==> src/sv/cnv_pkg.sv <==
`timescale 1ns / 1ps
// Shared types and constants for the 3x3 reflect-padded convolution block.
// No dependencies; cnv_seq, cnv_mac and the top level import this package.
package cnv_pkg;

  // Fixed field widths of the command and result beats
  localparam int CH_W    = 3;
  localparam int POS_W   = 6;
  localparam int TAP_W   = 2;
  localparam int VAL_W   = 16;
  localparam int PROD_W  = 32;
  localparam int ACC_W   = 40;
  localparam int FRAC_W  = 12;

  // Configuration register file
  localparam int CFG_IDX_W = 2;
  localparam int CFG_DAT_W = 7;
  localparam int CNT_W     = 4;
  localparam int DIM_W     = 7;

  localparam logic [CFG_IDX_W-1:0] REG_IN_CH  = 2'd0;
  localparam logic [CFG_IDX_W-1:0] REG_OUT_CH = 2'd1;
  localparam logic [CFG_IDX_W-1:0] REG_HEIGHT = 2'd2;
  localparam logic [CFG_IDX_W-1:0] REG_WIDTH  = 2'd3;

  localparam logic [CNT_W-1:0] RST_IN_CH  = 4'd4;
  localparam logic [CNT_W-1:0] RST_OUT_CH = 4'd4;
  localparam logic [DIM_W-1:0] RST_HEIGHT = 7'd8;
  localparam logic [DIM_W-1:0] RST_WIDTH  = 7'd8;

  // Smallest plane edge that reflect padding works with
  localparam logic [DIM_W-1:0] MIN_DIM = 7'd2;

  // Kernel taps run 0..2
  localparam logic [TAP_W-1:0] TAP_LAST = 2'd2;
  localparam int               TAP_NUM  = 3;

  typedef enum logic [1:0] {
    CMD_LOAD_PIXEL  = 2'd0,
    CMD_LOAD_WEIGHT = 2'd1,
    CMD_LOAD_BIAS   = 2'd2,
    CMD_COMPUTE     = 2'd3
  } cmd_t;

  typedef struct packed {
    cmd_t                     command;
    logic [CH_W-1:0]          dst_chan;
    logic [CH_W-1:0]          src_chan;
    logic [POS_W-1:0]         row;
    logic [POS_W-1:0]         col;
    logic [TAP_W-1:0]         tap_row;
    logic [TAP_W-1:0]         tap_col;
    logic signed [VAL_W-1:0]  value;
  } in_beat_t;

  typedef struct packed {
    logic [CH_W-1:0]          result_channel;
    logic [POS_W-1:0]         result_row;
    logic [POS_W-1:0]         result_col;
    logic signed [ACC_W-1:0]  result_value;
  } out_beat_t;

  // Per-step control that travels alongside the memory reads
  typedef struct packed {
    logic vld;   // a product belongs to this step
    logic last;  // final step of the pixel
  } cnv_ctl_t;

  typedef enum logic [1:0] {
    SEQ_IDLE = 2'b01,
    SEQ_RUN  = 2'b10
  } seq_state_t;

endpackage

==> src/sv/cnv_seq.sv <==
`timescale 1ns / 1ps
// Tap sequencer: walks input channels and the 3x3 kernel, mirrors neighbor
// coordinates at the plane edges and issues image and weight read addresses.
// Depends on cnv_pkg.
module cnv_seq #(
  parameter int CH_AW = 3,
  parameter int RAW   = 6,
  parameter int CAW   = 6
) (
  input  logic                              clk,
  input  logic                              rst_n,
  input  logic                              go,
  input  logic [cnv_pkg::CNT_W-1:0]         nin,
  input  logic [cnv_pkg::DIM_W-1:0]         h_eff,
  input  logic [cnv_pkg::DIM_W-1:0]         w_eff,
  input  logic [cnv_pkg::CH_W-1:0]          oc,
  input  logic [cnv_pkg::POS_W-1:0]         row,
  input  logic [cnv_pkg::POS_W-1:0]         col,
  output logic [CH_AW+RAW+CAW-1:0]          img_addr,
  output logic [2*CH_AW+2*cnv_pkg::TAP_W-1:0] wgt_addr,
  output cnv_pkg::cnv_ctl_t                 ctl
);
  import cnv_pkg::*;

  seq_state_t       state_r, state_nxt;
  logic [CNT_W-1:0] ch_r, ch_nxt;
  logic [TAP_W-1:0] ky_r, ky_nxt;
  logic [TAP_W-1:0] kx_r, kx_nxt;
  logic             last_step;
  logic [DIM_W-1:0] sy, sx;

  // Mirror pos+tap-1 into [0, size); t carries the +1 offset so it stays unsigned
  function automatic logic [DIM_W-1:0] reflect(input logic [POS_W-1:0] pos,
                                               input logic [TAP_W-1:0] tap,
                                               input logic [DIM_W-1:0] size);
    logic [DIM_W:0] t;
    logic [DIM_W:0] size_p1;
    logic [DIM_W:0] mirrored;
    t        = (DIM_W+1)'(pos) + (DIM_W+1)'(tap);
    size_p1  = (DIM_W+1)'(size) + 1'b1;
    mirrored = (DIM_W+1)'(size) - (DIM_W+1)'(MIN_DIM);
    if (t == '0) begin
      reflect = DIM_W'(1);
    end else if (t == size_p1) begin
      reflect = mirrored[DIM_W-1:0];
    end else begin
      reflect = DIM_W'(t - 1'b1);
    end
  endfunction

  assign last_step = (ky_r == TAP_LAST) && (kx_r == TAP_LAST) &&
                     (CNT_W'(ch_r + 1'b1) == nin);

  always_comb begin
    state_nxt = state_r;
    ch_nxt    = ch_r;
    ky_nxt    = ky_r;
    kx_nxt    = kx_r;
    unique case (state_r)
      SEQ_IDLE: begin
        if (go) begin
          state_nxt = SEQ_RUN;
          ch_nxt    = '0;
          ky_nxt    = '0;
          kx_nxt    = '0;
        end
      end
      SEQ_RUN: begin
        if (nin == '0 || last_step) begin
          state_nxt = SEQ_IDLE;
        end else if (kx_r != TAP_LAST) begin
          kx_nxt = kx_r + 1'b1;
        end else if (ky_r != TAP_LAST) begin
          kx_nxt = '0;
          ky_nxt = ky_r + 1'b1;
        end else begin
          kx_nxt = '0;
          ky_nxt = '0;
          ch_nxt = ch_r + 1'b1;
        end
      end
      default: state_nxt = SEQ_IDLE;
    endcase
  end

  always_ff @(posedge clk) begin
    if (!rst_n) begin
      state_r <= SEQ_IDLE;
      ch_r    <= '0;
      ky_r    <= '0;
      kx_r    <= '0;
    end else begin
      state_r <= state_nxt;
      ch_r    <= ch_nxt;
      ky_r    <= ky_nxt;
      kx_r    <= kx_nxt;
    end
  end

  assign sy = reflect(row, ky_r, h_eff);
  assign sx = reflect(col, kx_r, w_eff);

  assign img_addr = {CH_AW'(ch_r), RAW'(sy), CAW'(sx)};
  assign wgt_addr = {CH_AW'(oc), CH_AW'(ch_r), ky_r, kx_r};

  assign ctl.vld  = (state_r == SEQ_RUN) && (nin != '0);
  assign ctl.last = (state_r == SEQ_RUN) && ((nin == '0) || last_step);

endmodule

==> config.mk <==
export PLATFORM = sky130hd
export DESIGN_NAME = cnv_seq
export DESIGN_NICKNAME = d
export VERILOG_FILES = /design/src/sv/cnv_pkg.sv /design/src/sv/cnv_seq.sv
export SDC_FILE = /design/constraint.sdc
export NUM_CORES = 1
export LEC_CHECK = 0
export BUFFER_PORTS_ARGS = -buffer_cell sky130_fd_sc_hd__buf_2
export CAP_MARGIN = 15
export CORE_MARGIN = 5
export CORE_UTILIZATION = 50
export CTS_BUF_LIST = sky130_fd_sc_hd__clkbuf_4 sky130_fd_sc_hd__clkbuf_8
export DETAILED_ROUTE_END_ITERATION = 7
export HOLD_SLACK_MARGIN = 0.12
export PLACE_DENSITY = 0.78
export SYNTH_ARGS = -nofsm -noshare
export SYNTH_HDL_FRONTEND = slang
export SYNTH_SLANG_ARGS = --single-unit
export TNS_END_PERCENT = 10
==> constraint.sdc <==
create_clock -name clk -period 4.5 [get_ports clk]
set_input_delay 0.225 -clock clk [delete_from_list [all_inputs] [get_ports clk]]
set_output_delay 0.225 -clock clk [all_outputs]
set_load 0.02 [all_outputs]
==> results of run 1 <==
## Yosys cell counts (all sizes together), types with 3 or more instances
| cell type | count | share of area (%) |
|---|---|---|
| a211oi | 6 | 2.8 |
| a21boi | 4 | 1.4 |
| a21oi | 8 | 2.5 |
| a31o | 3 | 1.3 |
| and2 | 5 | 1.6 |
| and3 | 3 | 0.96 |
| buf | 14 | 5.1 |
| clkbuf | 4 | 0.72 |
| dfxtp | 10 | 9.6 |
| ha | 15 | 9.0 |
| inv | 12 | 2.2 |
| mux2 | 3 | 2.0 |
| mux2i | 9 | 4.3 |
| nand2 | 21 | 3.8 |
| nand2b | 5 | 1.5 |
| nand3 | 15 | 3.6 |
| nor2 | 24 | 4.3 |
| nor2b | 4 | 1.2 |
| nor3 | 10 | 2.4 |
| o21a | 3 | 1.1 |
| o21ai | 5 | 1.2 |
| o22ai | 3 | 0.90 |
| or3 | 3 | 1.1 |
| xnor2 | 25 | 11 |
| xnor3 | 3 | 3.2 |
| xor2 | 18 | 8.3 |
## worst reg2reg max path, cell delays in order (launching register included)
cell	delay, ps
dfxtp_1	450
ha_1	250
xor2_1	180
xnor2_1	110
a311oi_1	610
nand3_1	190
nor3b_1	220
a31o_2	120
## per-layer routing
metal / track usage (%) / vias to the layer above
li1: - / 985
met1: 23.5 / 888
met2: 30.0 / 53
met3: 2.84 / 5
met4: 4.94 / 0
met5: 0 / -
## area by class of cell
type                       count  area, µm²
fill                         367       1670
timing repair buffer          56        280
sequential                    10        200
inverter                      12       45.0
clock buffer                   4       55.1
multi-input combinational    221       1720
tap                           50       62.6
## where the power goes
part	internal (mW)	leakage (nW)	switching, mW
clock	0.0771	0.0288	0.0378
combinational	0.0785	0.972	0.0994
sequential	0.0906	0.0810	0.00141
## cells by family (layout without fill, tap and decap cells)
kind of cell / count (synthesis) / after routing
XOR/XNOR: 46 / 46
buffers and inverters: 30 / 72
AND/OR/NAND/NOR: 103 / 103
AO/OA/AOI/OAI: 43 / 43
multiplexers: 12 / 12
flip-flops: 10 / 10
adder cells (fa/ha/maj): 17 / 17
## worst min path at each step
stage,depth (start not counted),slack (ps),to
after detailed placement,0,450,wgt_addr[7]
after floorplan,2,410,ch_r[0]
after CTS,2,300,state_r[0]
after global routing,2,340,kx_r[1]
final,2,310,state_r[0]
after global placement,0,450,wgt_addr[7]
## sequential cells by signal (all words and copies together), names as in the netlist
register and count:
ch_r 4, kx_r 2, ky_r 2, state_r 2
## metrics by stage
step                utilization, %  power (mW)
floorplan                        -       0.226
global placement              57.2       0.269
CTS                           58.5       0.388
detailed placement            57.2       0.271
global route                  58.5       0.411
finish                        58.5       0.385
==> results.sh, run 1 <==
export IMPL_area_growth_syn_to_layout_pct=13.3
export IMPL_dieArea_um2=5550
export IMPL_slew_headroom_pct=36.9
export IMPL_rows=23
export IMPL_yosysSeqAreaShare_pct=9.62
export IMPL_p_per_area_nw_per_um2=163
export IMPL_core_area_um2=4030
export IMPL_fp_dieH_um=74.5
export IMPL_syn_avg_cell_area_um2=7.97
export IMPL_drc=0
export IMPL_clkLatencyLatePin_ps=240
export IMPL_synth_distinct_cells=60
export IMPL_rsz0062_at_grt="no"
export IMPL_synth_area_mux_share_pct=6.31
export IMPL_worstReg2RegStart="ch_r[0]"
export IMPL_netlist_area_um2=2080
export IMPL_critPathKind="reg2out"
export IMPL_timing_hold_ws_ps=305
export IMPL_grt_pass1_wl_um=7980
export IMPL_hold_viol=0
export IMPL_fin_cells=353
export IMPL_dr_max_layer_used="met4"
export IMPL_detailed_place_hpwl_um=3800
export IMPL_final_max_slew_viol_count=0
export IMPL_min_path_type="in2reg"
export IMPL_ys_async_sr_fraction_pct=0
export IMPL_cts_resized_gates=0
export IMPL_startpoint_type="flop"
export IMPL_crit_slowest_cell="fa_1"
export IMPL_syn_nets=314
export IMPL_synth_ff_type="dfxtp_1"
export IMPL_cp_cell_sequence="ha_1 -> fa_1 -> xor2_1 -> o211ai_1 -> a211oi_1 -> nand3_1 -> a211oi_4 -> mux2_4 -> buf_2"
export IMPL_route_met3_wl_um=266
export IMPL_synthCells=261
export IMPL_final_design_area_no_fill_um2=2360
export IMPL_synth_simple_area_share_pct=26.6
export IMPL_final_common_cell="buf_2"
export IMPL_synth_compound_area_share_pct=16.5
export IMPL_preCtsSetupSlack_ps=1470
export IMPL_critPathLaunch="ky_r[0]"
export IMPL_ir_drop_uv=154
export IMPL_status="finished, final reports clean"
export IMPL_drtPass1Iterations=4
export IMPL_min_period_over_period_pct=72.9
export IMPL_overflow=0
export IMPL_ios=63
export IMPL_cp_required_ps=4280
export IMPL_crit_path_max_incr_delay_ps=530
export IMPL_path_delay_family="adder cells"
export IMPL_routabilityCongestion=0.855
export IMPL_grt_use_total_pct=17.8
export IMPL_ys_ff_latch=10
export IMPL_yosysWarnings=0
export IMPL_ant_nets=0
export IMPL_nets=357
export IMPL_vias=1931
export IMPL_worstSetupEndpoint="img_addr[11]"
export IMPL_grt_max_degree=12
export IMPL_r2r_cells=7
export IMPL_grt_pass1_vias=1848
export IMPL_tritoncts="yes"
export IMPL_synth_edff_count=0
export IMPL_worst_slew_pin_slew_ps=934
export IMPL_cp_end_kind="output port"
export IMPL_clock_sinks=10
export IMPL_drt_initial_drc_count=112
export IMPL_maxCapViolCount=0
export IMPL_drt_vias_per_instance=5.47
export IMPL_numCtsBuffers=3
export IMPL_final_cell_mix="56 x buf_2, 25 x xnor2_1, 24 x nor2_1"
export IMPL_postCtsSetupRepairBufs=0
export IMPL_antenna_found_initial=0
export IMPL_r2r_setup_slack_ps=2320
export IMPL_drive_gt1_share_pct=25.7
export IMPL_wl_met2_um=2270
export IMPL_root_buffer="clkbuf_8"
export IMPL_cts_max_level=1
export IMPL_placed_cell_area_um2=2300
export IMPL_routed_wl_um=4700
export IMPL_synthAdderAreaFrac_pct=10.9
export IMPL_io_buffers=56
export IMPL_routedWlPerCell_um=13.3
export IMPL_cts_hold_buf=0
export IMPL_path_buf_inv=1
export IMPL_ctsLongestPathBuffers=2
export IMPL_finalWorstSetupSlack_ps=1220
export IMPL_cp_arrival_ps=3050
export IMPL_fin_skew_ps=1.96
export IMPL_dpl_cell_count=349
export IMPL_setup_tns_ps=0
export IMPL_cp_max_fo=10
export IMPL_p_leak_nw=1.08
export IMPL_crit_cells=9
export IMPL_fin_crit_ps=3280
export IMPL_hold_start="rst_n"
export IMPL_setup_viol=0
export IMPL_timing_rr_end="ch_r[2]"
export IMPL_path_clk_slew_ps=50
export IMPL_synth_xor_area_share_pct=22.1
export IMPL_synth_top_family_by_area="simple AND/OR/NAND/NOR gates"
export IMPL_fmax_mhz=305
export IMPL_initial_core_util_pct=51.6
export IMPL_num_antenna_cells=0
export IMPL_wl_met1_um=2120
export IMPL_die_w_um=74.5
Power figures use the tool's default switching activity.
==> run 2: changes to the inputs <==
clock period = 3.2 ns   (was 4.5 ns; I/O delays follow)
==> run 2 against run 1 <==
Net effect: routed wire length grew 5.7%; clock skew rose by 0.84 ps; non-clock buffer count grew 3; cell count grew 0.85%; sequential share of layout area fell by 0.12 points; critical path type unchanged; highest routed layer unchanged.
==> results.sh, run 2 (synthesis results as in run 1) <==
export IMPL_core_area_um2=4030
export IMPL_clkLatencyLatePin_ps=240
export IMPL_final_max_slew_viol_count=0
export IMPL_tritoncts="yes"
export IMPL_detailed_place_hpwl_um=3940
export IMPL_fmax_mhz=332
export IMPL_cp_max_fo=6
export IMPL_final_common_cell="buf_2"
export IMPL_fin_skew_ps=2.79
export IMPL_fin_cells=356
export IMPL_p_per_area_nw_per_um2=229
export IMPL_drt_vias_per_instance=5.46
export IMPL_numCtsBuffers=3
export IMPL_hold_viol=0
export IMPL_routabilityCongestion=0.876
export IMPL_crit_path_max_incr_delay_ps=480
export IMPL_drc=0
export IMPL_dpl_cell_count=350
export IMPL_cts_hold_buf=0
export IMPL_dieArea_um2=5550
export IMPL_min_path_type="in2reg"
export IMPL_rows=23
export IMPL_overflow=0
export IMPL_fp_dieH_um=74.5
export IMPL_largest_register="ch_r"
export IMPL_io_buffers=56
export IMPL_grt_use_total_pct=18.3
export IMPL_area_growth_syn_to_layout_pct=15.7
export IMPL_ant_nets=0
export IMPL_initial_core_util_pct=51.6
export IMPL_startpoint_type="flop"
export IMPL_grt_pass1_wl_um=8190
export IMPL_ios=63
export IMPL_largest_reg_flops=4
export IMPL_num_antenna_cells=0
export IMPL_min_period_over_period_pct=94.3
export IMPL_status="finished, final reports clean"
export IMPL_worst_slew_pin_slew_ps=664
export IMPL_cts_max_level=1
export IMPL_r2r_setup_slack_ps=950
export IMPL_grt_pass1_vias=1900
export IMPL_critPathKind="reg2out"
export IMPL_setup_tns_ps=0
export IMPL_cp_end_kind="output port"
export IMPL_slew_headroom_pct=55.5
export IMPL_routedWlPerCell_um=13.9
export IMPL_setup_viol=0
export IMPL_p_leak_nw=1.10
export IMPL_ctsLongestPathBuffers=2
export IMPL_final_cell_mix="56 x buf_2, 25 x xnor2_1, 24 x nor2_1"
export IMPL_maxCapViolCount=0
export IMPL_clock_sinks=10
export IMPL_root_buffer="clkbuf_8"
export IMPL_drive_gt1_share_pct=28.1
export IMPL_cp_cell_sequence="ha_4 -> fa_2 -> xnor2_1 -> o211ai_1 -> a211oi_1 -> nand3_1 -> a211oi_4 -> buf_4 -> mux2_4 -> buf_2"
export IMPL_path_clk_slew_ps=50
export IMPL_rsz0062_at_grt="no"
export IMPL_vias=1942
export IMPL_drt_initial_drc_count=87
export IMPL_routed_wl_um=4960
export IMPL_fin_crit_ps=3020
export IMPL_ir_drop_uv=259
export IMPL_drtPass1Iterations=4
export IMPL_die_w_um=74.5
export IMPL_grt_max_degree=12
export IMPL_antenna_found_initial=0
export IMPL_cp_arrival_ps=2860
export IMPL_cp_required_ps=3040
export IMPL_crit_slowest_cell="fa_2"
export IMPL_nets=360
run 2: stage by stage:
| stage | hold slack [ps] | util [%] | setup WS [ps] | area (µm²) | total power [mW] |
|---|---|---|---|---|---|
| floorplan | 346 | - | 345 | 2080 | 0.317 |
| global placement | 320 | 57.4 | 311 | 2310 | 0.379 |
| detailed placement | 320 | 57.4 | 270 | 2310 | 0.383 |
| CTS | 250 | 58.7 | 13.3 | 2370 | 0.545 |
| global route | 270 | 59.8 | 6.96 | 2410 | 0.586 |
| finish | 247 | 59.8 | 183 | 2410 | 0.550 |
run 2: final timing paths:
check	startpoint	end	cells past startpoint
min reg2reg	ch_r[3]	ch_r[3]	2
max	ky_r[0]	img_addr[11]	10
min	rst_n	state_r[0]	2
max reg2reg	ch_r[0]	ch_r[2]	7
run 2: area by class of cell:
type / instances / area, µm²
inverters: 12 / 45.0
repair buffers: 59 / 303
fillers: 365 / 1620
flip-flops and latches: 10 / 201
well taps: 50 / 62.6
clock buffers: 4 / 55.1
multi-input cells: 221 / 1740
run 2: metal layers:
| layer | routed length (µm) | up-vias | GRT usage (%) | share of wire [%] |
|---|---|---|---|---|
| met1 | 2260 | 885 | 23.5 | 46 |
| met2 | 2350 | 52 | 31.2 | 47 |
| li1 | - | 992 | - | - |
| met3 | 255 | 13 | 2.57 | 5.1 |
| met4 | 91 | 0 | 6.32 | 1.8 |
| met5 | 0 | - | 0 | 0 |
run 2: timing repair:
item,CTS,global route
setup endpoints to repair,0,7
setup buffers,0,2
resized for setup,0,6
run 2: worst max-delay path, delay by kind of cell (launching register included):
| family | cells | cell delay (ps) |
|---|---|---|
| AND/OR/NAND/NOR | 1 | 160 |
| adder cells (fa/ha/maj) | 2 | 680 |
| multiplexers | 1 | 300 |
| XOR/XNOR | 1 | 170 |
| buffers and inverters | 2 | 340 |
| AO/OA/AOI/OAI | 3 | 530 |
| flip-flops | 1 | 430 |
run 2: power by group:
group / internal, mW / total, mW / switching [mW]
Clock: 0.109 / 0.164 / 0.0552
Combinational: 0.114 / 0.257 / 0.143
Sequential: 0.127 / 0.129 / 0.00200
Total: 0.350 / 0.550 / 0.201
