### src/sv/cnv_pkg.sv
`timescale 1ns / 1ps
// Shared types and constants for the 3x3 reflect-padded convolution block.
// No dependencies; cnv_seq, cnv_mac and the top level import this package.
package cnv_pkg;

  // Fixed field widths of the command and result beats
  localparam int CH_W    = 3;
  localparam int POS_W   = 6;
  localparam int TAP_W   = 2;
  localparam int VAL_W   = 16;
  localparam int PROD_W  = 32;
  localparam int ACC_W   = 40;
  localparam int FRAC_W  = 12;

  // Configuration register file
  localparam int CFG_IDX_W = 2;
  localparam int CFG_DAT_W = 7;
  localparam int CNT_W     = 4;
  localparam int DIM_W     = 7;

  localparam logic [CFG_IDX_W-1:0] REG_IN_CH  = 2'd0;
  localparam logic [CFG_IDX_W-1:0] REG_OUT_CH = 2'd1;
  localparam logic [CFG_IDX_W-1:0] REG_HEIGHT = 2'd2;
  localparam logic [CFG_IDX_W-1:0] REG_WIDTH  = 2'd3;

  localparam logic [CNT_W-1:0] RST_IN_CH  = 4'd4;
  localparam logic [CNT_W-1:0] RST_OUT_CH = 4'd4;
  localparam logic [DIM_W-1:0] RST_HEIGHT = 7'd8;
  localparam logic [DIM_W-1:0] RST_WIDTH  = 7'd8;

  // Smallest plane edge that reflect padding works with
  localparam logic [DIM_W-1:0] MIN_DIM = 7'd2;

  // Kernel taps run 0..2
  localparam logic [TAP_W-1:0] TAP_LAST = 2'd2;
  localparam int               TAP_NUM  = 3;

  typedef enum logic [1:0] {
    CMD_LOAD_PIXEL  = 2'd0,
    CMD_LOAD_WEIGHT = 2'd1,
    CMD_LOAD_BIAS   = 2'd2,
    CMD_COMPUTE     = 2'd3
  } cmd_t;

  typedef struct packed {
    cmd_t                     command;
    logic [CH_W-1:0]          dst_chan;
    logic [CH_W-1:0]          src_chan;
    logic [POS_W-1:0]         row;
    logic [POS_W-1:0]         col;
    logic [TAP_W-1:0]         tap_row;
    logic [TAP_W-1:0]         tap_col;
    logic signed [VAL_W-1:0]  value;
  } in_beat_t;

  typedef struct packed {
    logic [CH_W-1:0]          result_channel;
    logic [POS_W-1:0]         result_row;
    logic [POS_W-1:0]         result_col;
    logic signed [ACC_W-1:0]  result_value;
  } out_beat_t;

  // Per-step control that travels alongside the memory reads
  typedef struct packed {
    logic vld;   // a product belongs to this step
    logic last;  // final step of the pixel
  } cnv_ctl_t;

  typedef enum logic [1:0] {
    SEQ_IDLE = 2'b01,
    SEQ_RUN  = 2'b10
  } seq_state_t;

endpackage

### src/sv/cnv_mac.sv
`timescale 1ns / 1ps
// Multiply-accumulate datapath: registered product, then a 40-bit accumulator
// seeded with the bias. Depends on cnv_pkg.
module cnv_mac (
  input  logic                                clk,
  input  logic                                rst_n,
  input  logic                                init,
  input  logic signed [cnv_pkg::VAL_W-1:0]    bias,
  input  cnv_pkg::cnv_ctl_t                   ctl,
  input  logic signed [cnv_pkg::VAL_W-1:0]    px,
  input  logic signed [cnv_pkg::VAL_W-1:0]    wt,
  output logic                                done,
  output logic signed [cnv_pkg::ACC_W-1:0]    acc
);
  import cnv_pkg::*;

  cnv_ctl_t                  ctl1_r, ctl2_r;
  logic signed [PROD_W-1:0]  prod_r, prod_nxt;
  logic signed [ACC_W-1:0]   acc_r, acc_nxt;
  logic                      done_r;

  assign prod_nxt = px * wt;

  always_comb begin
    acc_nxt = acc_r;
    if (init) begin
      acc_nxt = {{(ACC_W-VAL_W-FRAC_W){bias[VAL_W-1]}}, bias, {FRAC_W{1'b0}}};
    end else if (ctl2_r.vld) begin
      acc_nxt = acc_r + {{(ACC_W-PROD_W){prod_r[PROD_W-1]}}, prod_r};
    end
  end

  // Align control with read data (stage 1) and with the product (stage 2)
  always_ff @(posedge clk) begin
    if (!rst_n) begin
      ctl1_r <= '0;
      ctl2_r <= '0;
      done_r <= 1'b0;
    end else begin
      ctl1_r <= ctl;
      ctl2_r <= ctl1_r;
      done_r <= ctl2_r.last;
    end
  end

  always_ff @(posedge clk) begin
    prod_r <= prod_nxt;
    acc_r  <= acc_nxt;
  end

  assign done = done_r;
  assign acc  = acc_r;

endmodule

### config.mk
export PLATFORM = sky130hd
export DESIGN_NAME = cnv_mac
export DESIGN_NICKNAME = d
export VERILOG_FILES = /design/src/sv/cnv_pkg.sv /design/src/sv/cnv_mac.sv
export SDC_FILE = /design/constraint.sdc
export NUM_CORES = 1
export LEC_CHECK = 0
export ABC_AREA = 1
export BUFFER_PORTS_ARGS = -buffer_cell sky130_fd_sc_hd__buf_2
export CORE_MARGIN = 10
export CORE_UTILIZATION = 49
export DETAILED_ROUTE_END_ITERATION = 6
export PLACE_DENSITY = 0.66
export SLEW_MARGIN = 40
export SYNTH_ARGS = -nofsm -noshare
export SYNTH_HDL_FRONTEND = slang
export SYNTH_SLANG_ARGS = --single-unit
### constraint.sdc
create_clock -name clk -period 6.9 [get_ports clk]
set_input_delay 1.035 -clock clk [delete_from_list [all_inputs] [get_ports clk]]
set_output_delay 1.035 -clock clk [all_outputs]
set_load 0.02 [all_outputs]
==> flow_results.xml, run 1 <==
<?xml version="1.0" encoding="UTF-8"?>
<metrics>
  <group name="run_status">
    <metric name="status" unit="">completed</metric>
  </group>
  <group name="floorplanning">
    <metric name="rows" unit="">66</metric>
    <metric name="dieArea" unit="µm²">40200</metric>
    <metric name="die_width" unit="µm">201</metric>
    <metric name="dieHeight" unit="µm">201</metric>
    <metric name="initial_utilization" unit="%">49.3</metric>
    <metric name="io_pins" unit="">94</metric>
    <metric name="coreArea" unit="µm²">32400</metric>
  </group>
  <group name="grt">
    <metric name="grt_max_degree" unit="">30</metric>
    <metric name="grt-ovfl-total" unit="">0</metric>
    <metric name="gr-usage-all-layers" unit="%">22.3</metric>
    <metric name="vias_in_the_first_global_route" unit="">14373</metric>
    <metric name="grt_first_pass_wirelength" unit="µm">73100</metric>
    <metric name="grt_antenna_before_repair" unit="">0</metric>
  </group>
  <group name="clock_network">
    <metric name="ctsRootBufferMaster" unit="">sky130_fd_sc_hd__clkbuf_16</metric>
    <metric name="number_of_h_tree_branching_levels" unit="">3</metric>
    <metric name="cts_hold_repair.buffers" unit="">0</metric>
    <metric name="cts_buffers" unit="">9</metric>
    <metric name="clk_path_buf_depth" unit="">2</metric>
    <metric name="post_cts_resized" unit="">0</metric>
    <metric name="cts_tree" unit="">done</metric>
    <metric name="cts_post_setup_buffers_inserted" unit="">0</metric>
    <metric name="clk_transition_reported_paths" unit="ns">0.06</metric>
    <metric name="numClockSinks" unit="">77</metric>
    <metric name="clock_insertion_delay_at_the_later_pin_of_the_skew_report" unit="ns">0.36</metric>
  </group>
  <group name="cells_and_area">
    <metric name="areaGrowthSynthToFinish" unit="%">7.19</metric>
    <metric name="share_of_layout_cells_above_drive_strength_1" unit="%">6.71</metric>
    <metric name="mostFrequentLayoutCells" unit="">sky130_fd_sc_hd__nand2_1 (696), sky130_fd_sc_hd__inv_1 (590), sky130_fd_sc_hd__fa_1 (263)</metric>
    <metric name="mostFrequentLayoutCell" unit="">sky130_fd_sc_hd__nand2_1</metric>
    <metric name="multi_input_comb_area" unit="µm²">11700</metric>
    <metric name="register_area" unit="µm²">1820</metric>
    <metric name="layout.nets" unit="">2712</metric>
    <metric name="diodes" unit="">0</metric>
    <metric name="nFillCells" unit="">3280</metric>
  </group>
  <group name="min_path">
    <metric name="min_path_type" unit="">reg2reg</metric>
  </group>
  <group name="place">
    <metric name="place_congestion" unit="">0.981</metric>
    <metric name="buffer_ports.inserted" unit="">93</metric>
    <metric name="place.detailed.hpwl" unit="µm">38100</metric>
  </group>
  <group name="yosys">
    <metric name="number_of_enable_flip_flop_cells_after_synthesis" unit="">28</metric>
    <metric name="yosysUniqueCellTypes" unit="">42</metric>
    <metric name="yosys_register_bits" unit="">77</metric>
    <metric name="syn-mean-instance-area" unit="µm²">7.17</metric>
    <metric name="ys.flop_type" unit="">sky130_fd_sc_hd__dfxtp_1</metric>
    <metric name="synth_async_sr_flop_share" unit="%">0</metric>
    <metric name="ys_seq_area_share" unit="%">11.4</metric>
    <metric name="synth_cells" unit="">2227</metric>
    <metric name="yosysWarnings" unit="">0</metric>
    <metric name="postSynthNetCount" unit="">2664</metric>
    <metric name="syn_area" unit="µm²">16000</metric>
  </group>
  <group name="timing">
    <metric name="worstMarginPinSlew" unit="ns">0.696</metric>
    <metric name="rsz0062_at_grt" unit="">no</metric>
    <metric name="hold_viol" unit="">0</metric>
    <metric name="timing.final.setup_violations" unit="">0</metric>
    <metric name="finalCritPeriodShare" unit="%">89.9</metric>
    <metric name="clock-skew-final" unit="ns">0.00882</metric>
    <metric name="layout_min_cycle_time" unit="ns">6.21</metric>
    <metric name="tns" unit="ns">0</metric>
    <metric name="fmaxAchievable" unit="MHz">161</metric>
    <metric name="count_of_pins_over_their_slew_limit" unit="">0</metric>
    <metric name="slew_headroom" unit="%">53.4</metric>
  </group>
  <group name="setup_path">
    <metric name="crit_path_max_fanout" unit="">16</metric>
    <metric name="cp_cell_sequence" unit="">buf_2 &gt; nand2_1 &gt; inv_1 &gt; fa_1 &gt; fa_1 &gt; fa_1 &gt; fa_1 &gt; fa_1 &gt; inv_1 &gt; fa_1 &gt; inv_1 &gt; ha_1 &gt; nand2_2 &gt; nor2_2 &gt; inv_2 &gt; nor2_1 &gt; nand4_1 &gt; nand3_1 &gt; xor2_1</metric>
    <metric name="worstReg2RegEnd" unit="">acc[22]$_DFFE_PP_</metric>
    <metric name="critical_path.reg2reg.startpoint" unit="">acc[0]$_SDFFE_PP0P_</metric>
    <metric name="critical_path_arrival" unit="ns">6.48</metric>
    <metric name="crit_type" unit="">in2reg</metric>
    <metric name="critPathMostFrequentCell" unit="">sky130_fd_sc_hd__fa_1</metric>
    <metric name="critical-path-slowest-cell" unit="">sky130_fd_sc_hd__fa_1</metric>
    <metric name="crit_path_max_incr_delay" unit="ns">0.87</metric>
    <metric name="timing.reg2reg.setup_slack" unit="ns">4.20</metric>
    <metric name="critical_path_depth" unit="">19</metric>
    <metric name="crit_end" unit="">prod_r[23]$_DFF_P_</metric>
    <metric name="critPathLaunchType" unit="">primary input</metric>
    <metric name="r2r.worst_path.cells" unit="">15</metric>
    <metric name="timing.critical_path.buf_inv" unit="">5</metric>
    <metric name="cp_top_family" unit="">adder cells</metric>
    <metric name="cp-end-kind" unit="">flop</metric>
    <metric name="critPathRequiredTime" unit="ns">7.17</metric>
    <metric name="startpoint" unit="">px[15]</metric>
  </group>
  <group name="route">
    <metric name="dr.first_iter.drc_count" unit="">827</metric>
    <metric name="detailed_route_vias_per_instance" unit="">4.91</metric>
    <metric name="detail_route.first_pass.iterations" unit="">6</metric>
    <metric name="totalWireLength" unit="µm">43600</metric>
    <metric name="detail-route-antenna-nets" unit="">0</metric>
    <metric name="routed_wire_length_per_instance" unit="µm">16.0</metric>
    <metric name="detailroute.via_count" unit="">13363</metric>
    <metric name="drcViolationCount" unit="">0</metric>
  </group>
  <group name="job">
    <metric name="drv_cap" unit="">0</metric>
  </group>
</metrics>
state kept, by name, summed over array words and instances, names as in the netlist:
register,cells
prod_r,32
ctl2_r,2
done,1
ctl1_r,2
acc,40
tightest hold or removal path, delay by kind of cell, from the launching register on:
kind                   cells  cell delay, ns
AND/OR/NAND/NOR            1            0.05
flip-flops                 1            0.30
buffers and inverters      1            0.03
per-stage QoR:
stage	area [µm²]	hold slack [ns]	setup WS (ns)	cells	utilization, %
2_1_floorplan	16000	0.390	0.654	2227	-
3_3_place_gp	16800	0.399	0.273	2706	51.9
3_5_place_dp	16800	0.408	0.299	2706	51.9
4_1_cts	17100	0.423	0.656	2722	52.9
5_1_grt	17100	0.442	0.386	2722	52.9
6_report	17100	0.420	0.694	2722	52.9
layout make-up:
cell class / instances / area share (%)
multi-input cells: 1490 / 68.2
inverters: 595 / 13.0
flip-flops and latches: 77 / 10.6
well taps: 442 / 3.23
repair buffers: 102 / 3.11
clock buffers: 10 / 1.46
clock inverters: 6 / 0.343
how the worst min path moves through the flow:
| stage | depth (start not counted) | slack [ns] | startpoint | endpoint |
|---|---|---|---|---|
| floorplan | 2 | 0.39 | ctl1_r[0]$_SDFF_PN0_ | ctl2_r[0]$_SDFF_PN0_ |
| global placement | 2 | 0.40 | ctl1_r[0]$_SDFF_PN0_ | ctl2_r[0]$_SDFF_PN0_ |
| detailed placement | 2 | 0.41 | ctl2_r[0]$_SDFF_PN0_ | done$_SDFF_PN0_ |
| CTS | 2 | 0.42 | ctl2_r[0]$_SDFF_PN0_ | done$_SDFF_PN0_ |
| global route | 2 | 0.44 | ctl2_r[0]$_SDFF_PN0_ | done$_SDFF_PN0_ |
| finish | 2 | 0.42 | ctl2_r[0]$_SDFF_PN0_ | done$_SDFF_PN0_ |
synth_stat cells (2+ instances only):
cell type	n	area share (%)
sky130_fd_sc_hd__nand2_1	696	16
sky130_fd_sc_hd__inv_1	590	14
sky130_fd_sc_hd__fa_1	263	33
sky130_fd_sc_hd__ha_1	121	9.5
sky130_fd_sc_hd__nor2_1	115	2.7
sky130_fd_sc_hd__nand3_1	69	2.2
sky130_fd_sc_hd__clkbuf_1	62	1.5
sky130_fd_sc_hd__a21oi_1	57	1.8
sky130_fd_sc_hd__dfxtp_1	49	6.1
sky130_fd_sc_hd__o21ai_0	30	0.94
sky130_fd_sc_hd__edfxtp_1	28	5.3
sky130_fd_sc_hd__xor2_1	25	1.4
sky130_fd_sc_hd__xnor2_1	17	0.93
sky130_fd_sc_hd__nand4_1	16	0.63
sky130_fd_sc_hd__nand3b_1	10	0.47
sky130_fd_sc_hd__o21bai_1	10	0.47
sky130_fd_sc_hd__nor2_2	8	0.31
sky130_fd_sc_hd__a21o_1	7	0.33
sky130_fd_sc_hd__nand2_2	6	0.24
sky130_fd_sc_hd__or2_2	6	0.24
sky130_fd_sc_hd__nor3_1	5	0.16
sky130_fd_sc_hd__inv_2	4	0.094
sky130_fd_sc_hd__a21oi_2	3	0.16
sky130_fd_sc_hd__nand3_2	3	0.19
sky130_fd_sc_hd__nor3_2	3	0.19
sky130_fd_sc_hd__o21ai_1	3	0.094
sky130_fd_sc_hd__or2_1	3	0.12
sky130_fd_sc_hd__a31oi_1	2	0.078
sky130_fd_sc_hd__buf_2	2	0.063
sky130_fd_sc_hd__nand2_4	2	0.14
cell families after synthesis:
| kind of cell | share of synthesized area, % |
|---|---|
| AO/OA/AOI/OAI | 4.35 |
| XOR/XNOR | 2.30 |
| adder cells (fa/ha/maj) | 42.4 |
| buffers and inverters | 15.5 |
| flip-flops | 11.4 |
| AND/OR/NAND/NOR | 24.0 |
per-layer routing:
metal / global-route usage, % / vias to the layer above / share of wire, %
met1: 27.6 / 6389 / 43
met4: 6.30 / 0 / 2.1
met2: 40.1 / 348 / 50
li1: - / 6563 / -
met3: 2.49 / 63 / 4.9
met5: 0 / - / 0
Power of run 1 is not shown: default switching activity piles up to over one toggle a cycle in this logic, so the estimate is an artifact.
==> run 2: changes to the inputs <==
--- a/config.mk
+++ b/config.mk
@@ -10,7 +10,7 @@
 export CORE_MARGIN = 10
 export CORE_UTILIZATION = 49
 export DETAILED_ROUTE_END_ITERATION = 6
-export PLACE_DENSITY = 0.66
+export PLACE_DENSITY = 0.71
 export SLEW_MARGIN = 40
 export SYNTH_ARGS = -nofsm -noshare
 export SYNTH_HDL_FRONTEND = slang
==> run 2 against run 1 <==
  * Die area unchanged
  * Non-clock buffer count down 3
  * Final area about the same
  * Clock skew down 0.0019 ns
  * Wire length down 2.0%
  * Global-route usage down 0.35 points
  * Sequential share of layout area about the same
  * Fmax down 1.0%
  * Utilization down 0.050 points
  * Critical path depth unchanged
  * Worst hold slack worse by 0.0031 ns
  * Largest cell class unchanged
==> flow_results.xml, run 2 (synthesis results as in run 1) <==
<?xml version="1.0" encoding="UTF-8"?>
<metrics>
  <group name="clock_network">
    <metric name="post_cts_resized" unit="">0</metric>
    <metric name="clock_insertion_delay_at_the_later_pin_of_the_skew_report" unit="ns">0.36</metric>
    <metric name="clk_path_buf_depth" unit="">2</metric>
    <metric name="ctsRootBufferMaster" unit="">sky130_fd_sc_hd__clkbuf_16</metric>
    <metric name="clk_transition_reported_paths" unit="ns">0.07</metric>
    <metric name="cts_hold_repair.buffers" unit="">0</metric>
    <metric name="cts_tree" unit="">done</metric>
    <metric name="number_of_h_tree_branching_levels" unit="">3</metric>
    <metric name="cts_buffers" unit="">9</metric>
    <metric name="cts_post_setup_buffers_inserted" unit="">0</metric>
    <metric name="numClockSinks" unit="">77</metric>
  </group>
  <group name="timing">
    <metric name="finalCritPeriodShare" unit="%">90.9</metric>
    <metric name="hold_viol" unit="">0</metric>
    <metric name="slew_headroom" unit="%">58.4</metric>
    <metric name="rsz0062_at_grt" unit="">no</metric>
    <metric name="worstMarginPinSlew" unit="ns">0.624</metric>
    <metric name="tns" unit="ns">0</metric>
    <metric name="clock-skew-final" unit="ns">0.00697</metric>
    <metric name="fmaxAchievable" unit="MHz">160</metric>
    <metric name="timing.final.setup_violations" unit="">0</metric>
    <metric name="count_of_pins_over_their_slew_limit" unit="">0</metric>
    <metric name="layout_min_cycle_time" unit="ns">6.27</metric>
  </group>
  <group name="job">
    <metric name="drv_cap" unit="">0</metric>
  </group>
  <group name="place">
    <metric name="place.detailed.hpwl" unit="µm">37200</metric>
    <metric name="buffer_ports.inserted" unit="">93</metric>
    <metric name="place_congestion" unit="">0.975</metric>
  </group>
  <group name="setup_path">
    <metric name="timing.critical_path.buf_inv" unit="">5</metric>
    <metric name="critical_path_depth" unit="">19</metric>
    <metric name="critical-path-slowest-cell" unit="">sky130_fd_sc_hd__fa_1</metric>
    <metric name="cp-end-kind" unit="">flop</metric>
    <metric name="critPathRequiredTime" unit="ns">7.19</metric>
    <metric name="crit_type" unit="">in2reg</metric>
    <metric name="r2r.worst_path.cells" unit="">15</metric>
    <metric name="crit_path_max_fanout" unit="">16</metric>
    <metric name="cp_cell_sequence" unit="">buf_2 &gt; nand2_1 &gt; inv_1 &gt; fa_1 &gt; fa_1 &gt; fa_1 &gt; fa_1 &gt; fa_1 &gt; inv_1 &gt; fa_1 &gt; inv_1 &gt; ha_1 &gt; nand2_2 &gt; nor2_1 &gt; inv_1 &gt; nor3_1 &gt; o21ai_0 &gt; nand3_1 &gt; xor2_1</metric>
    <metric name="critPathLaunchType" unit="">primary input</metric>
    <metric name="timing.reg2reg.setup_slack" unit="ns">4.23</metric>
    <metric name="cp_top_family" unit="">adder cells</metric>
    <metric name="critPathMostFrequentCell" unit="">sky130_fd_sc_hd__fa_1</metric>
    <metric name="crit_path_max_incr_delay" unit="ns">0.88</metric>
    <metric name="critical_path_arrival" unit="ns">6.55</metric>
  </group>
  <group name="min_path">
    <metric name="hold_path_depth" unit="">2</metric>
    <metric name="min_path_type" unit="">reg2reg</metric>
  </group>
  <group name="route">
    <metric name="detail_route.first_pass.iterations" unit="">5</metric>
    <metric name="totalWireLength" unit="µm">42800</metric>
    <metric name="detail-route-antenna-nets" unit="">0</metric>
    <metric name="detailed_route_vias_per_instance" unit="">4.96</metric>
    <metric name="routed_wire_length_per_instance" unit="µm">15.7</metric>
    <metric name="dr.first_iter.drc_count" unit="">934</metric>
    <metric name="drcViolationCount" unit="">0</metric>
    <metric name="detailroute.via_count" unit="">13495</metric>
  </group>
  <group name="cells_and_area">
    <metric name="layout.nets" unit="">2709</metric>
    <metric name="areaGrowthSynthToFinish" unit="%">7.09</metric>
    <metric name="diodes" unit="">0</metric>
    <metric name="mostFrequentLayoutCell" unit="">sky130_fd_sc_hd__nand2_1</metric>
    <metric name="share_of_layout_cells_above_drive_strength_1" unit="%">6.81</metric>
    <metric name="largest_register_ff_count" unit="">40</metric>
    <metric name="mostFrequentLayoutCells" unit="">sky130_fd_sc_hd__nand2_1 (696), sky130_fd_sc_hd__inv_1 (589), sky130_fd_sc_hd__fa_1 (263)</metric>
  </group>
  <group name="grt">
    <metric name="grt_antenna_before_repair" unit="">0</metric>
    <metric name="grt_first_pass_wirelength" unit="µm">72400</metric>
    <metric name="top_usage_layer" unit="">met2</metric>
    <metric name="grt-ovfl-total" unit="">0</metric>
    <metric name="grt_max_degree" unit="">30</metric>
    <metric name="gr-usage-all-layers" unit="%">22.0</metric>
    <metric name="grt.met2_usage" unit="%">38.5</metric>
    <metric name="vias_in_the_first_global_route" unit="">14613</metric>
    <metric name="met3_usage" unit="%">3.15</metric>
    <metric name="groute.layer.met1.usage" unit="%">27.7</metric>
  </group>
  <group name="floorplanning">
    <metric name="initial_utilization" unit="%">49.3</metric>
    <metric name="dieArea" unit="µm²">40200</metric>
    <metric name="coreArea" unit="µm²">32400</metric>
    <metric name="rows" unit="">66</metric>
    <metric name="die_width" unit="µm">201</metric>
    <metric name="dieHeight" unit="µm">201</metric>
    <metric name="io_pins" unit="">94</metric>
  </group>
  <group name="run_status">
    <metric name="status" unit="">completed</metric>
  </group>
</metrics>
==> run 2: cell count changes in the layout (fill, tap and decap cells not counted), sizes merged <==
cell    before  now
buf        102   99
bufinv       1    0
inv        595  597
clkinv       5    4
==> run 2: layout make-up <==
class / instances / area [µm²]
Inverter: 595 / 2230
Timing Repair Buffer: 99 / 510
Fill cell: 3315 / 15300
Sequential cell: 77 / 1820
Tap cell: 442 / 553
Clock inverter: 6 / 62.6
Clock buffer: 10 / 250
Multi-Input combinational cell: 1490 / 11700
==> run 2: routing by layer <==
layer,share of wire (%),routed length [µm],vias to the layer above
li1,-,-,6559
met1,44,18800,6499
met2,49,20800,371
met3,5.3,2250,66
met4,2.1,916,0
met5,0,0,-
==> run 2: metrics by stage <==
| step | instance area (µm²) | setup slack (ns) | hold slack [ns] | std cells | utilization [%] |
|---|---|---|---|---|---|
| global placement | 16800 | 0.368 | 0.396 | 2703 | 51.9 |
| global route | 17100 | 0.229 | 0.433 | 2719 | 52.8 |
| finish | 17100 | 0.631 | 0.417 | 2719 | 52.8 |
| detailed placement | 16800 | 0.255 | 0.408 | 2703 | 51.9 |
| CTS | 17100 | 0.610 | 0.424 | 2719 | 52.8 |
| floorplan | 16000 | 0.654 | 0.390 | 2227 | - |
==> run 2: final timing paths <==
path,startpoint,end
worst max-delay path,px[15],prod_r[25]$_DFF_P_
worst min-delay path,ctl2_r[0]$_SDFF_PN0_,done$_SDFF_PN0_
worst max register to register,acc[0]$_SDFFE_PP0P_,acc[18]$_DFFE_PP_
worst min register to register,ctl2_r[0]$_SDFF_PN0_,done$_SDFF_PN0_
==> run 2: worst min-delay path: cells and delay by family (launching register included) <==
kind                   cells  cell delay (ns)
flip-flops                 1             0.31
AND/OR/NAND/NOR            1             0.05
buffers and inverters      1             0.04
Power of run 2 is left out for the same reason.
